===== config.mk =====
export PLATFORM = sky130hd
export DESIGN_NAME = utf8_to_utf16_transcoder_top
export DESIGN_NICKNAME = d
export VERILOG_FILES = /design/src/sv/u8u16_pkg.sv /design/src/sv/u8u16_front.sv /design/src/sv/u8u16_queue.sv /design/src/sv/u8u16_back.sv /design/src/sv/utf8_to_utf16_transcoder_top.sv
export VERILOG_INCLUDE_DIRS = /design/src /design/src/sv
export SDC_FILE = /design/constraint.sdc
export NUM_CORES = 1
export LEC_CHECK = 0
export BUFFER_PORTS_ARGS = -buffer_cell sky130_fd_sc_hd__buf_4
export CORE_MARGIN = 10
export CORE_UTILIZATION = 25
export CTS_BUF_LIST = sky130_fd_sc_hd__clkbuf_4
export DETAILED_ROUTE_END_ITERATION = 6
export SYNTH_ARGS = -nofsm -noshare
export SYNTH_HDL_FRONTEND = slang
export SYNTH_SLANG_ARGS = --single-unit

===== constraint.sdc =====
create_clock -name i_clk -period 4.84 [get_ports i_clk]
set_input_delay 0.968 -clock i_clk [delete_from_list [all_inputs] [get_ports i_clk]]
set_output_delay 0.968 -clock i_clk [all_outputs]
set_load 0.01 [all_outputs]

===== src/sv/utf8_to_utf16_transcoder_top_defines.svh =====
// Assertion macros shared by the transcoder.
`ifndef UTF8_TO_UTF16_TRANSCODER_TOP_DEFINES_SVH
`define UTF8_TO_UTF16_TRANSCODER_TOP_DEFINES_SVH

`ifndef NO_ASSERTIONS
// Check that cons holds in the same cycle as ante.
`define U8U16_ASSERT_NOW(label, clk, rst_n, ante, cons, msg) \
    label: assert property (@(posedge clk) disable iff (!rst_n) (ante) |-> (cons)) \
        else $error(msg);
// Check that cons holds in the cycle after ante.
`define U8U16_ASSERT_NEXT(label, clk, rst_n, ante, cons, msg) \
    label: assert property (@(posedge clk) disable iff (!rst_n) (ante) |=> (cons)) \
        else $error(msg);
`else
`define U8U16_ASSERT_NOW(label, clk, rst_n, ante, cons, msg)
`define U8U16_ASSERT_NEXT(label, clk, rst_n, ante, cons, msg)
`endif

`endif


===== src/sv/u8u16_pkg.sv =====
`timescale 1ns / 1ps
package u8u16_pkg;

    localparam int CNT_BITS_DEF = 16;
    localparam logic [15:0] CAP_RESET = 16'hFFFF;

    // Queue between decoder and unit emitter.
    localparam int QDEPTH = 4;
    localparam int QPTR_W = $clog2(QDEPTH);
    localparam int QLVL_W = $clog2(QDEPTH + 1);

    localparam logic [7:0] B_ASCII_END = 8'h80;
    localparam logic [7:0] B_LEAD2_LO  = 8'hC2;
    localparam logic [7:0] B_LEAD2_HI  = 8'hDF;
    localparam logic [7:0] B_LEAD3_LO  = 8'hE0;
    localparam logic [7:0] B_LEAD3_HI  = 8'hEF;
    localparam logic [7:0] B_LEAD_ED   = 8'hED;
    localparam logic [7:0] B_LEAD4_LO  = 8'hF0;
    localparam logic [7:0] B_LEAD4_HI  = 8'hF4;
    localparam logic [7:0] B_CONT_A0   = 8'hA0;
    localparam logic [7:0] B_CONT_90   = 8'h90;
    localparam logic [1:0] CONT_TAG    = 2'b10;

    localparam logic [20:0] SUPP_BASE = 21'h10000;
    localparam logic [15:0] SURR_HI   = 16'hD800;
    localparam logic [15:0] SURR_LO   = 16'hDC00;

    typedef enum logic [1:0] {
        KIND_UNIT     = 2'd0,
        KIND_DONE     = 2'd1,
        KIND_INVALID  = 2'd2,
        KIND_CAPACITY = 2'd3
    } t_kind;

    // One queue entry: every result caused by one input byte.
    typedef struct packed {
        t_kind       kind;
        logic        pair;     // two units: unit_hi then unit_lo
        logic [15:0] unit_hi;
        logic [15:0] unit_lo;
        logic [15:0] count;    // count reported with the first result
    } t_entry;

    typedef struct packed {
        logic full;
        logic empty;
    } t_qstat;

endpackage


===== src/sv/u8u16_front.sv =====
`timescale 1ns / 1ps
module u8u16_front
    import u8u16_pkg::*;
#(
    parameter int COUNT_BITS = CNT_BITS_DEF
) (
    input  logic        i_clk,
    input  logic        i_rst_n,
    input  logic        i_cfg_wr_en,
    input  logic [15:0] i_cfg_wr_data,
    input  logic        i_valid,
    input  logic [7:0]  i_text_byte,
    input  t_qstat      i_qstat,
    output logic        o_push,
    output t_entry      o_entry
);

    localparam logic [32:0] LIMIT = (33'd1 << COUNT_BITS) - 33'd1;

    logic [15:0]           r_cap;
    logic [1:0]            r_pending, n_pending;
    logic [7:0]            r_lead, n_lead;
    logic [20:0]           r_code, n_code;
    logic [COUNT_BITS-1:0] r_units, n_units;
    logic                  r_discard, n_discard;

    logic        acc;
    logic [32:0] cap_eff;
    logic [32:0] u_p1;
    logic [32:0] u_p2;
    logic [31:0] units32;
    logic [15:0] units16;
    logic        rng_bad;

    assign acc     = i_valid && !i_qstat.full;
    assign cap_eff = (33'(r_cap) < LIMIT) ? 33'(r_cap) : LIMIT;
    assign u_p1    = 33'(r_units) + 33'd1;
    assign u_p2    = 33'(r_units) + 33'd2;
    assign units32 = 32'(r_units);
    assign units16 = units32[15:0];

    // Second-byte range limits for the leads that have them.
    assign rng_bad =
        (r_pending == 2'd2 && r_lead == B_LEAD3_LO && i_text_byte <  B_CONT_A0) ||
        (r_pending == 2'd2 && r_lead == B_LEAD_ED  && i_text_byte >= B_CONT_A0) ||
        (r_pending == 2'd3 && r_lead == B_LEAD4_LO && i_text_byte <  B_CONT_90) ||
        (r_pending == 2'd3 && r_lead == B_LEAD4_HI && i_text_byte >= B_CONT_90);

    always_comb begin
        logic [20:0] code_new;
        logic [20:0] cp;
        logic [20:0] v;
        logic [1:0]  pend_dec;
        logic        do_emit;
        logic        do_fail;
        t_kind       fail_kind;

        n_pending = r_pending;
        n_lead    = r_lead;
        n_code    = r_code;
        n_units   = r_units;
        n_discard = r_discard;
        o_push    = 1'b0;
        o_entry   = '{kind: KIND_UNIT, pair: 1'b0, unit_hi: 16'h0, unit_lo: 16'h0,
                      count: 16'h0};
        code_new  = {r_code[14:0], i_text_byte[5:0]};
        pend_dec  = r_pending - 2'd1;
        cp        = 21'h0;
        v         = 21'h0;
        do_emit   = 1'b0;
        do_fail   = 1'b0;
        fail_kind = KIND_INVALID;

        if (acc) begin
            if (r_discard) begin
                // Drop bytes through the terminating zero.
                if (i_text_byte == 8'h00) begin
                    n_discard = 1'b0;
                end
            end else if (r_pending == 2'd0) begin
                if (cap_eff == 33'd0) begin
                    do_fail   = 1'b1;
                    fail_kind = KIND_CAPACITY;
                end else if (i_text_byte == 8'h00) begin
                    o_push        = 1'b1;
                    o_entry.kind  = KIND_DONE;
                    o_entry.count = units16;
                    n_units       = '0;
                end else if (i_text_byte < B_ASCII_END) begin
                    do_emit = 1'b1;
                    cp      = {13'h0, i_text_byte};
                end else if (i_text_byte >= B_LEAD2_LO && i_text_byte <= B_LEAD2_HI) begin
                    n_pending = 2'd1;
                    n_code    = {16'h0, i_text_byte[4:0]};
                    n_lead    = i_text_byte;
                end else if (i_text_byte >= B_LEAD3_LO && i_text_byte <= B_LEAD3_HI) begin
                    n_pending = 2'd2;
                    n_code    = {17'h0, i_text_byte[3:0]};
                    n_lead    = i_text_byte;
                end else if (i_text_byte >= B_LEAD4_LO && i_text_byte <= B_LEAD4_HI) begin
                    n_pending = 2'd3;
                    n_code    = {18'h0, i_text_byte[2:0]};
                    n_lead    = i_text_byte;
                end else begin
                    do_fail = 1'b1;
                end
            end else begin
                if (i_text_byte[7:6] != CONT_TAG || rng_bad) begin
                    do_fail = 1'b1;
                end else begin
                    n_code    = code_new;
                    n_pending = pend_dec;
                    if (pend_dec == 2'd0) begin
                        n_lead  = 8'h00;
                        n_code  = 21'h0;
                        do_emit = 1'b1;
                        cp      = code_new;
                    end
                end
            end

            if (do_emit) begin
                if (cp[20:16] == 5'h0) begin
                    if (u_p1 > cap_eff) begin
                        do_fail   = 1'b1;
                        fail_kind = KIND_CAPACITY;
                    end else begin
                        n_units         = u_p1[COUNT_BITS-1:0];
                        o_push          = 1'b1;
                        o_entry.unit_hi = cp[15:0];
                        o_entry.count   = u_p1[15:0];
                    end
                end else begin
                    if (u_p2 > cap_eff) begin
                        do_fail   = 1'b1;
                        fail_kind = KIND_CAPACITY;
                    end else begin
                        v               = cp - SUPP_BASE;
                        n_units         = u_p2[COUNT_BITS-1:0];
                        o_push          = 1'b1;
                        o_entry.pair    = 1'b1;
                        o_entry.unit_hi = SURR_HI | {6'h0, v[19:10]};
                        o_entry.unit_lo = SURR_LO | {6'h0, v[9:0]};
                        o_entry.count   = u_p1[15:0];
                    end
                end
            end

            if (do_fail) begin
                o_push        = 1'b1;
                o_entry.kind  = fail_kind;
                o_entry.pair  = 1'b0;
                o_entry.unit_hi = 16'h0;
                o_entry.count = units16;
                n_pending     = 2'd0;
                n_lead        = 8'h00;
                n_code        = 21'h0;
                n_units       = '0;
                n_discard     = (i_text_byte != 8'h00);
            end
        end
    end

    always_ff @(posedge i_clk) begin
        if (!i_rst_n) begin
            r_cap     <= CAP_RESET;
            r_pending <= 2'd0;
            r_lead    <= 8'h00;
            r_code    <= 21'h0;
            r_units   <= '0;
            r_discard <= 1'b0;
        end else begin
            if (i_cfg_wr_en) begin
                r_cap <= i_cfg_wr_data;
            end
            r_pending <= n_pending;
            r_lead    <= n_lead;
            r_code    <= n_code;
            r_units   <= n_units;
            r_discard <= n_discard;
        end
    end

endmodule


===== src/sv/u8u16_queue.sv =====
`timescale 1ns / 1ps
module u8u16_queue
    import u8u16_pkg::*;
(
    input  logic   i_clk,
    input  logic   i_rst_n,
    input  logic   i_push,
    input  t_entry i_entry,
    input  logic   i_pop,
    output t_entry o_head,
    output t_qstat o_qstat
);

    t_entry            r_mem [QDEPTH];
    logic [QPTR_W-1:0] r_wptr;
    logic [QPTR_W-1:0] r_rptr;
    logic [QLVL_W-1:0] r_level, n_level;

    assign o_head        = r_mem[r_rptr];
    assign o_qstat.full  = (r_level == QLVL_W'(QDEPTH));
    assign o_qstat.empty = (r_level == '0);

    always_comb begin
        unique case ({i_push, i_pop})
            2'b10:   n_level = r_level + QLVL_W'(1);
            2'b01:   n_level = r_level - QLVL_W'(1);
            default: n_level = r_level;
        endcase
    end

    always_ff @(posedge i_clk) begin
        if (i_push) begin
            r_mem[r_wptr] <= i_entry;
        end
    end

    always_ff @(posedge i_clk) begin
        if (!i_rst_n) begin
            r_wptr  <= '0;
            r_rptr  <= '0;
            r_level <= '0;
        end else begin
            if (i_push) begin
                r_wptr <= r_wptr + QPTR_W'(1);
            end
            if (i_pop) begin
                r_rptr <= r_rptr + QPTR_W'(1);
            end
            r_level <= n_level;
        end
    end

endmodule


===== src/sv/u8u16_back.sv =====
`timescale 1ns / 1ps
module u8u16_back
    import u8u16_pkg::*;
(
    input  logic        i_clk,
    input  logic        i_rst_n,
    input  t_entry      i_head,
    input  t_qstat      i_qstat,
    output logic        o_pop,
    input  logic        i_stall,
    output logic        o_valid,
    output logic [1:0]  o_kind,
    output logic [15:0] o_unit,
    output logic [15:0] o_unit_count,
    output logic        o_last
);

    logic        r_valid;
    logic        r_half;      // first unit of a pair already shown
    t_kind       r_kind;
    logic [15:0] r_unit;
    logic [15:0] r_count;
    logic        r_last;
    logic        load;

    assign load  = !i_qstat.empty && (!r_valid || !i_stall);
    assign o_pop = load && (!i_head.pair || r_half);

    assign o_valid      = r_valid;
    assign o_kind       = r_kind;
    assign o_unit       = r_unit;
    assign o_unit_count = r_count;
    assign o_last       = r_last;

    always_ff @(posedge i_clk) begin
        if (!i_rst_n) begin
            r_valid <= 1'b0;
            r_half  <= 1'b0;
        end else begin
            if (load) begin
                r_valid <= 1'b1;
                r_half  <= i_head.pair && !r_half;
            end else if (!i_stall) begin
                r_valid <= 1'b0;
            end
        end
    end

    always_ff @(posedge i_clk) begin
        if (load) begin
            r_kind <= i_head.kind;
            if (r_half) begin
                r_unit  <= i_head.unit_lo;
                r_count <= i_head.count + 16'd1;
                r_last  <= 1'b1;
            end else begin
                r_unit  <= i_head.unit_hi;
                r_count <= i_head.count;
                r_last  <= !i_head.pair;
            end
        end
    end

endmodule


===== src/sv/utf8_to_utf16_transcoder_top.sv =====
// UTF-8 to UTF-16 transcoder. Feed a zero-terminated UTF-8 text one byte per item on the
// input channel; each code point comes out as one UTF-16 unit item, or two items (high then
// low surrogate) for supplementary code points, and a zero byte at a sequence start closes
// the text with a done item carrying the unit count. Sequences are checked strictly: bad
// leads, bad continuations, overlong forms, surrogates and values above 0x10FFFF give one
// invalid item; running past unit_capacity (written through i_cfg_wr_en/i_cfg_wr_data,
// 65535 after reset, capped at 2^COUNT_BITS-1) gives one capacity item, and a zero capacity
// fails every text. After an error caused by a nonzero byte, all bytes up to and including
// the next zero byte are dropped without results. o_last marks the final item caused by a
// byte. Rate: one byte is accepted every cycle while the queue is not full; the decoder
// handles each byte combinationally and writes its results into a four-entry queue, and
// the emitter drains one item per cycle into the output register while not stalled, so a
// surrogate pair leaves as two items. Input stall rises only when the queue is full.
// There is no power-up sweep: the block takes items right after reset.
`timescale 1ns / 1ps
`include "utf8_to_utf16_transcoder_top_defines.svh"
module utf8_to_utf16_transcoder_top
    import u8u16_pkg::*;
#(
    parameter int COUNT_BITS = CNT_BITS_DEF
) (
    input  logic        i_clk,
    input  logic        i_rst_n,
    // capacity register write
    input  logic        i_cfg_wr_en,
    input  logic [15:0] i_cfg_wr_data,
    // byte input
    input  logic        i_in_valid,
    output logic        o_in_stall,
    input  logic [7:0]  i_text_byte,
    // result output
    output logic        o_out_valid,
    input  logic        i_out_stall,
    output logic [1:0]  o_kind,
    output logic [15:0] o_unit,
    output logic [15:0] o_unit_count,
    output logic        o_last
);

    logic   push;
    logic   pop;
    t_entry entry;
    t_entry head;
    t_qstat qstat;

    // Front: classify each byte, track the sequence and unit count, build the results.
    u8u16_front #(
        .COUNT_BITS(COUNT_BITS)
    ) u_front (
        .i_clk        (i_clk),
        .i_rst_n      (i_rst_n),
        .i_cfg_wr_en  (i_cfg_wr_en),
        .i_cfg_wr_data(i_cfg_wr_data),
        .i_valid      (i_in_valid),
        .i_text_byte  (i_text_byte),
        .i_qstat      (qstat),
        .o_push       (push),
        .o_entry      (entry)
    );

    // Hold per-byte results so the two sides can stall on their own.
    u8u16_queue u_queue (
        .i_clk  (i_clk),
        .i_rst_n(i_rst_n),
        .i_push (push),
        .i_entry(entry),
        .i_pop  (pop),
        .o_head (head),
        .o_qstat(qstat)
    );

    // Back: split pairs into two items and drive the output register.
    u8u16_back u_back (
        .i_clk       (i_clk),
        .i_rst_n     (i_rst_n),
        .i_head      (head),
        .i_qstat     (qstat),
        .o_pop       (pop),
        .i_stall     (i_out_stall),
        .o_valid     (o_out_valid),
        .o_kind      (o_kind),
        .o_unit      (o_unit),
        .o_unit_count(o_unit_count),
        .o_last      (o_last)
    );

    assign o_in_stall = qstat.full;

    // Non-unit results are always final and carry a zero unit.
    `U8U16_ASSERT_NOW(a_status_final, i_clk, i_rst_n, o_out_valid && o_kind != KIND_UNIT, o_last && o_unit == 16'h0, "status item not final or unit nonzero")
    // The first half of a pair is always followed by its second half.
    `U8U16_ASSERT_NEXT(a_pair_follows, i_clk, i_rst_n, o_out_valid && !o_last, o_out_valid && o_kind == KIND_UNIT, "pair broken after high surrogate")
    // The second half of a pair counts one unit more than the first.
    `U8U16_ASSERT_NEXT(a_pair_count, i_clk, i_rst_n, o_out_valid && !o_last && !i_out_stall, o_unit_count == $past(o_unit_count) + 16'd1, "pair count mismatch")

endmodule


==> impl_results.md <==
- Hold Vio Cnt, Final: 0
- Antenna viol nets, final: 0
- All-Layer GR Usage: 10.9%
- Setup ws final: ~0.22 ns
- Layout area overhead: 18.8%
- Total gr overflow: 0
- Min Hold Slack: about 0.46 ns
- CTS tree: done
- Post-DP HPWL: 24,600 um
- Die area: about 63,000 um2
- Pwr dens: ~470 nW/um2
- DIE HEIGHT: about 250 um
- Core Region: around 53,000 um2
- Worst Tran Pin Value: between 0.9 and 1 ns
- Static Leak: 6.04 nW
- Syn Area/Cell: roughly 13 um2
- Status: completed
- CTS Hold Buffers Added: 0
- Final Max Tran Viols: 0
- Pre-antenna DRT Iters: 6
- Final setup viols: 0
- Share of layout cells above drive strength 1: 24.3%
- Fin crit period: between 4 and 5 ns
- Num CTS Buffers: 79
- Filler Cell Count: between 5,000 and 6,000
- Layout net count: approximately 1,300
- Vias/cell: approximately 4.7
- WS Path Type: flip-flop to flip-flop
- Met2 wire length: 15,300 um
- Number of global-route vias before repair: between 9,000 and 10,000
- Num Clock Sinks: 288
- VDD IR max: between 0.2 and 0.25 mV
- Share of flip-flops with an asynchronous set or reset: 0%
- Mapped Cells: roughly 1,100
- Relative slew slack: 39.1%
- WL/cell: 17.8 um
- Area of the multi-input gates: 5060 um2
- Layout Skew: 0.0489 ns
- F_max: approximately 220 MHz
- H-tree depth: 3
- Iteration-0 DRC Markers: 552
- Crit path required time: between 5 and 6 ns
- Drt total wl: 34,600 um
- Final Cycle Share: approximately 96%
- Max layer used: met5
- Warnings, synthesis: 0
- Number of synthesized flops with an enable pin: ~220
- Clock root cell: clkbuf_4
- Unrepaired setup endpoints after global routing: true
- Clk buf depth: 3
- Seq cells post-synth: 288
- Number of port buffers: 65
- Drc violations: 0
- Largest net degree at the start of global routing: 41
- Crit path launch type: flip-flop
- Crit-path max FO: 7
- Initial Util: approximately a quarter
- Met3 WL: 2210 um
- Initial antenna violation count: 2
- # IOs: 66
- Min-Delay Path Class: input pin to flip-flop
- Synth unique cells: 75
- M1 WL: roughly 16,000 um
- Netlist Area Pre-Place: around 13,000 um2
- Site row count: 84
- Clk Latency, worst-skew pair: a little over 0.7 ns
- Ys flop type: edfxtp_1
- Die Wd: roughly 250 um
- Post-synthesis sequential area ratio: about three fifths
- Maxcap violations: 0
- DR vias: between 9,000 and 10,000
- GP Congestion: approximately 0.92
- Register Area: 7960 um2
- Postcts setup bufs: 0
- CP endpoint kind: flip-flop
- Clock transition at path regs: 0.07 ns
- Post-Syn Nets: between 1,000 and 1,500
- CP arrival: around 5.2 ns
- First-pass GRT wire length: approximately 54,000 um
- Pre-CTS setup slack: roughly 0.11 ns
[synth_stat cells (all sizes together), types with 10 or more instances]
cell type | instances | area share (%)
o21ai | 43 | 1.7
nand2 | 134 | 3.7
buf | 28 | 1.1
nor3 | 15 | 0.63
and3 | 16 | 0.75
o211ai | 19 | 1.1
a21oi | 42 | 1.6
edfxtp | 219 | 49
a31oi | 13 | 0.75
ha | 41 | 3.8
nand3 | 31 | 1.3
dfxtp | 69 | 10
inv | 49 | 1.4
xnor2 | 28 | 1.8
clkbuf | 27 | 0.76
o22ai | 13 | 0.65
nor4 | 10 | 0.51
mux2i | 11 | 0.82
a22o | 18 | 1.2
nor2 | 62 | 1.7
nand4 | 13 | 0.61
xor2 | 21 | 1.4
mux4 | 46 | 7.7
[worst paths after layout]
path | from | endpoint | slack [ns] | cells past startpoint
worst max-delay path | u_front.r_units[2] | u_queue.r_mem[1][12] | 0.22 | 16
worst max register to register | u_front.r_units[2] | u_queue.r_mem[1][12] | 0.22 | 16
worst min-delay path | i_cfg_wr_data[0] | u_front.r_cap[0] | 0.46 | 3
worst min register to register | u_front.r_lead[6] | u_front.r_lead[6] | 0.47 | 2
[cells by family (layout without fill, tap and decap cells)]
| logic type | count (synthesis) | count (layout) | synth area share, % |
|---|---|---|---|
| mux | 57 | 57 | 8.54 |
| buf+inv | 104 | 300 | 3.27 |
| other cells | 0 | 1 | 0 |
| simple gates | 312 | 312 | 11.0 |
| flops | 288 | 288 | 59.3 |
| xor+xnor | 49 | 49 | 3.20 |
| fa+ha+maj | 42 | 42 | 3.97 |
| compound gates | 204 | 204 | 10.7 |
[registers in the layout, summed over array words and instances, names as in the netlist, 2 cells and up, named ones only]
signal and count:
u_front.r_lead 8, u_queue.r_mem 184, u_front.r_pending 2, u_queue.r_wptr 2
u_back.o_unit 16, u_back.o_kind 2, u_queue.r_level 3, u_front.r_code 15
u_front.r_cap 16, u_back.o_unit_count 16, u_queue.r_rptr 2, u_front.r_units 16
[through the flow]
| step | power, mW | utilization (%) | area, um2 | std cells | setup TNS [ns] |
|---|---|---|---|---|---|
| after global placement | 5.46 | 28.2 | 14900 | 1799 | 0 |
| final | 7.57 | 30.2 | 16000 | 1941 | 0 |
| after detailed placement | 5.49 | 28.2 | 14900 | 1799 | 0 |
| after CTS | 7.72 | 30.1 | 15900 | 1940 | 0 |
| after floorplan | 4.61 | - | 13400 | 1056 | 0 |
| after global routing | 8.07 | 30.2 | 16000 | 1941 | -0.111 |
[critical path: stages, from the launching register on]
cell	delay, ns
dfxtp_1	0.47
ha_1	0.28
nand3_1	0.20
nor3_4	0.30
and3_1	0.28
and4_1	0.25
xnor2_1	0.10
ha_1	0.30
nand3_1	0.12
nor4_1	0.38
a21boi_1	0.25
o31a_1	0.38
o22ai_2	0.18
a21oi_1	0.22
nor2_1	0.08
nor3_1	0.44
buf_4	0.22
[layout make-up]
cell class / count / share of cell area (%)
clock buffer: 105 / 4.94
clock inverter: 36 / 1.38
sequential: 288 / 49.9
antenna: 1 / 0.0157
multi-input combinational: 664 / 31.7
tap: 688 / 5.40
timing repair buffer: 110 / 5.49
inverter: 49 / 1.15
[layer usage]
metal,vias to the layer above,GRT usage (%)
li1,4326,-
met1,4357,14.9
met2,285,16.2
met3,69,2.61
met4,2,4.38
met5,-,0
[where the power goes]
part	total [mW]	internal [mW]	leakage, nW	switching, mW
sequential	3.39	3.18	2.72	0.207
combinational	2.00	0.815	2.72	1.18
clock	2.19	1.17	0.592	1.01
total	7.57	5.17	6.04	2.40
[cells in the final DEF (no fill, tap or decap), types with 6 or more instances in the layout]
cell type	n
edfxtp_1	219
nand2_1	134
buf_4	106
clkbuf_4	105
dfxtp_1	67
nor2_1	61
inv_1	49
mux4_2	46
ha_1	41
a21oi_1	40
o21ai_0	36
nand3_1	29
xnor2_1	28
clkinv_1	27
xor2_1	21
o211ai_1	18
a22o_1	18
and3_1	16
nand4_1	13
nor3_1	12
o22ai_1	12
mux2i_1	11
nor4_1	9
a31oi_1	9
o2bb2ai_1	9
o21ai_1	6
a22oi_1	6
[what timing repair did]
action	CTS	global route
resized for setup	0	10
setup endpoints to repair	0	132
hold endpoints to repair	0	0
(Power assumes the default switching activity.)
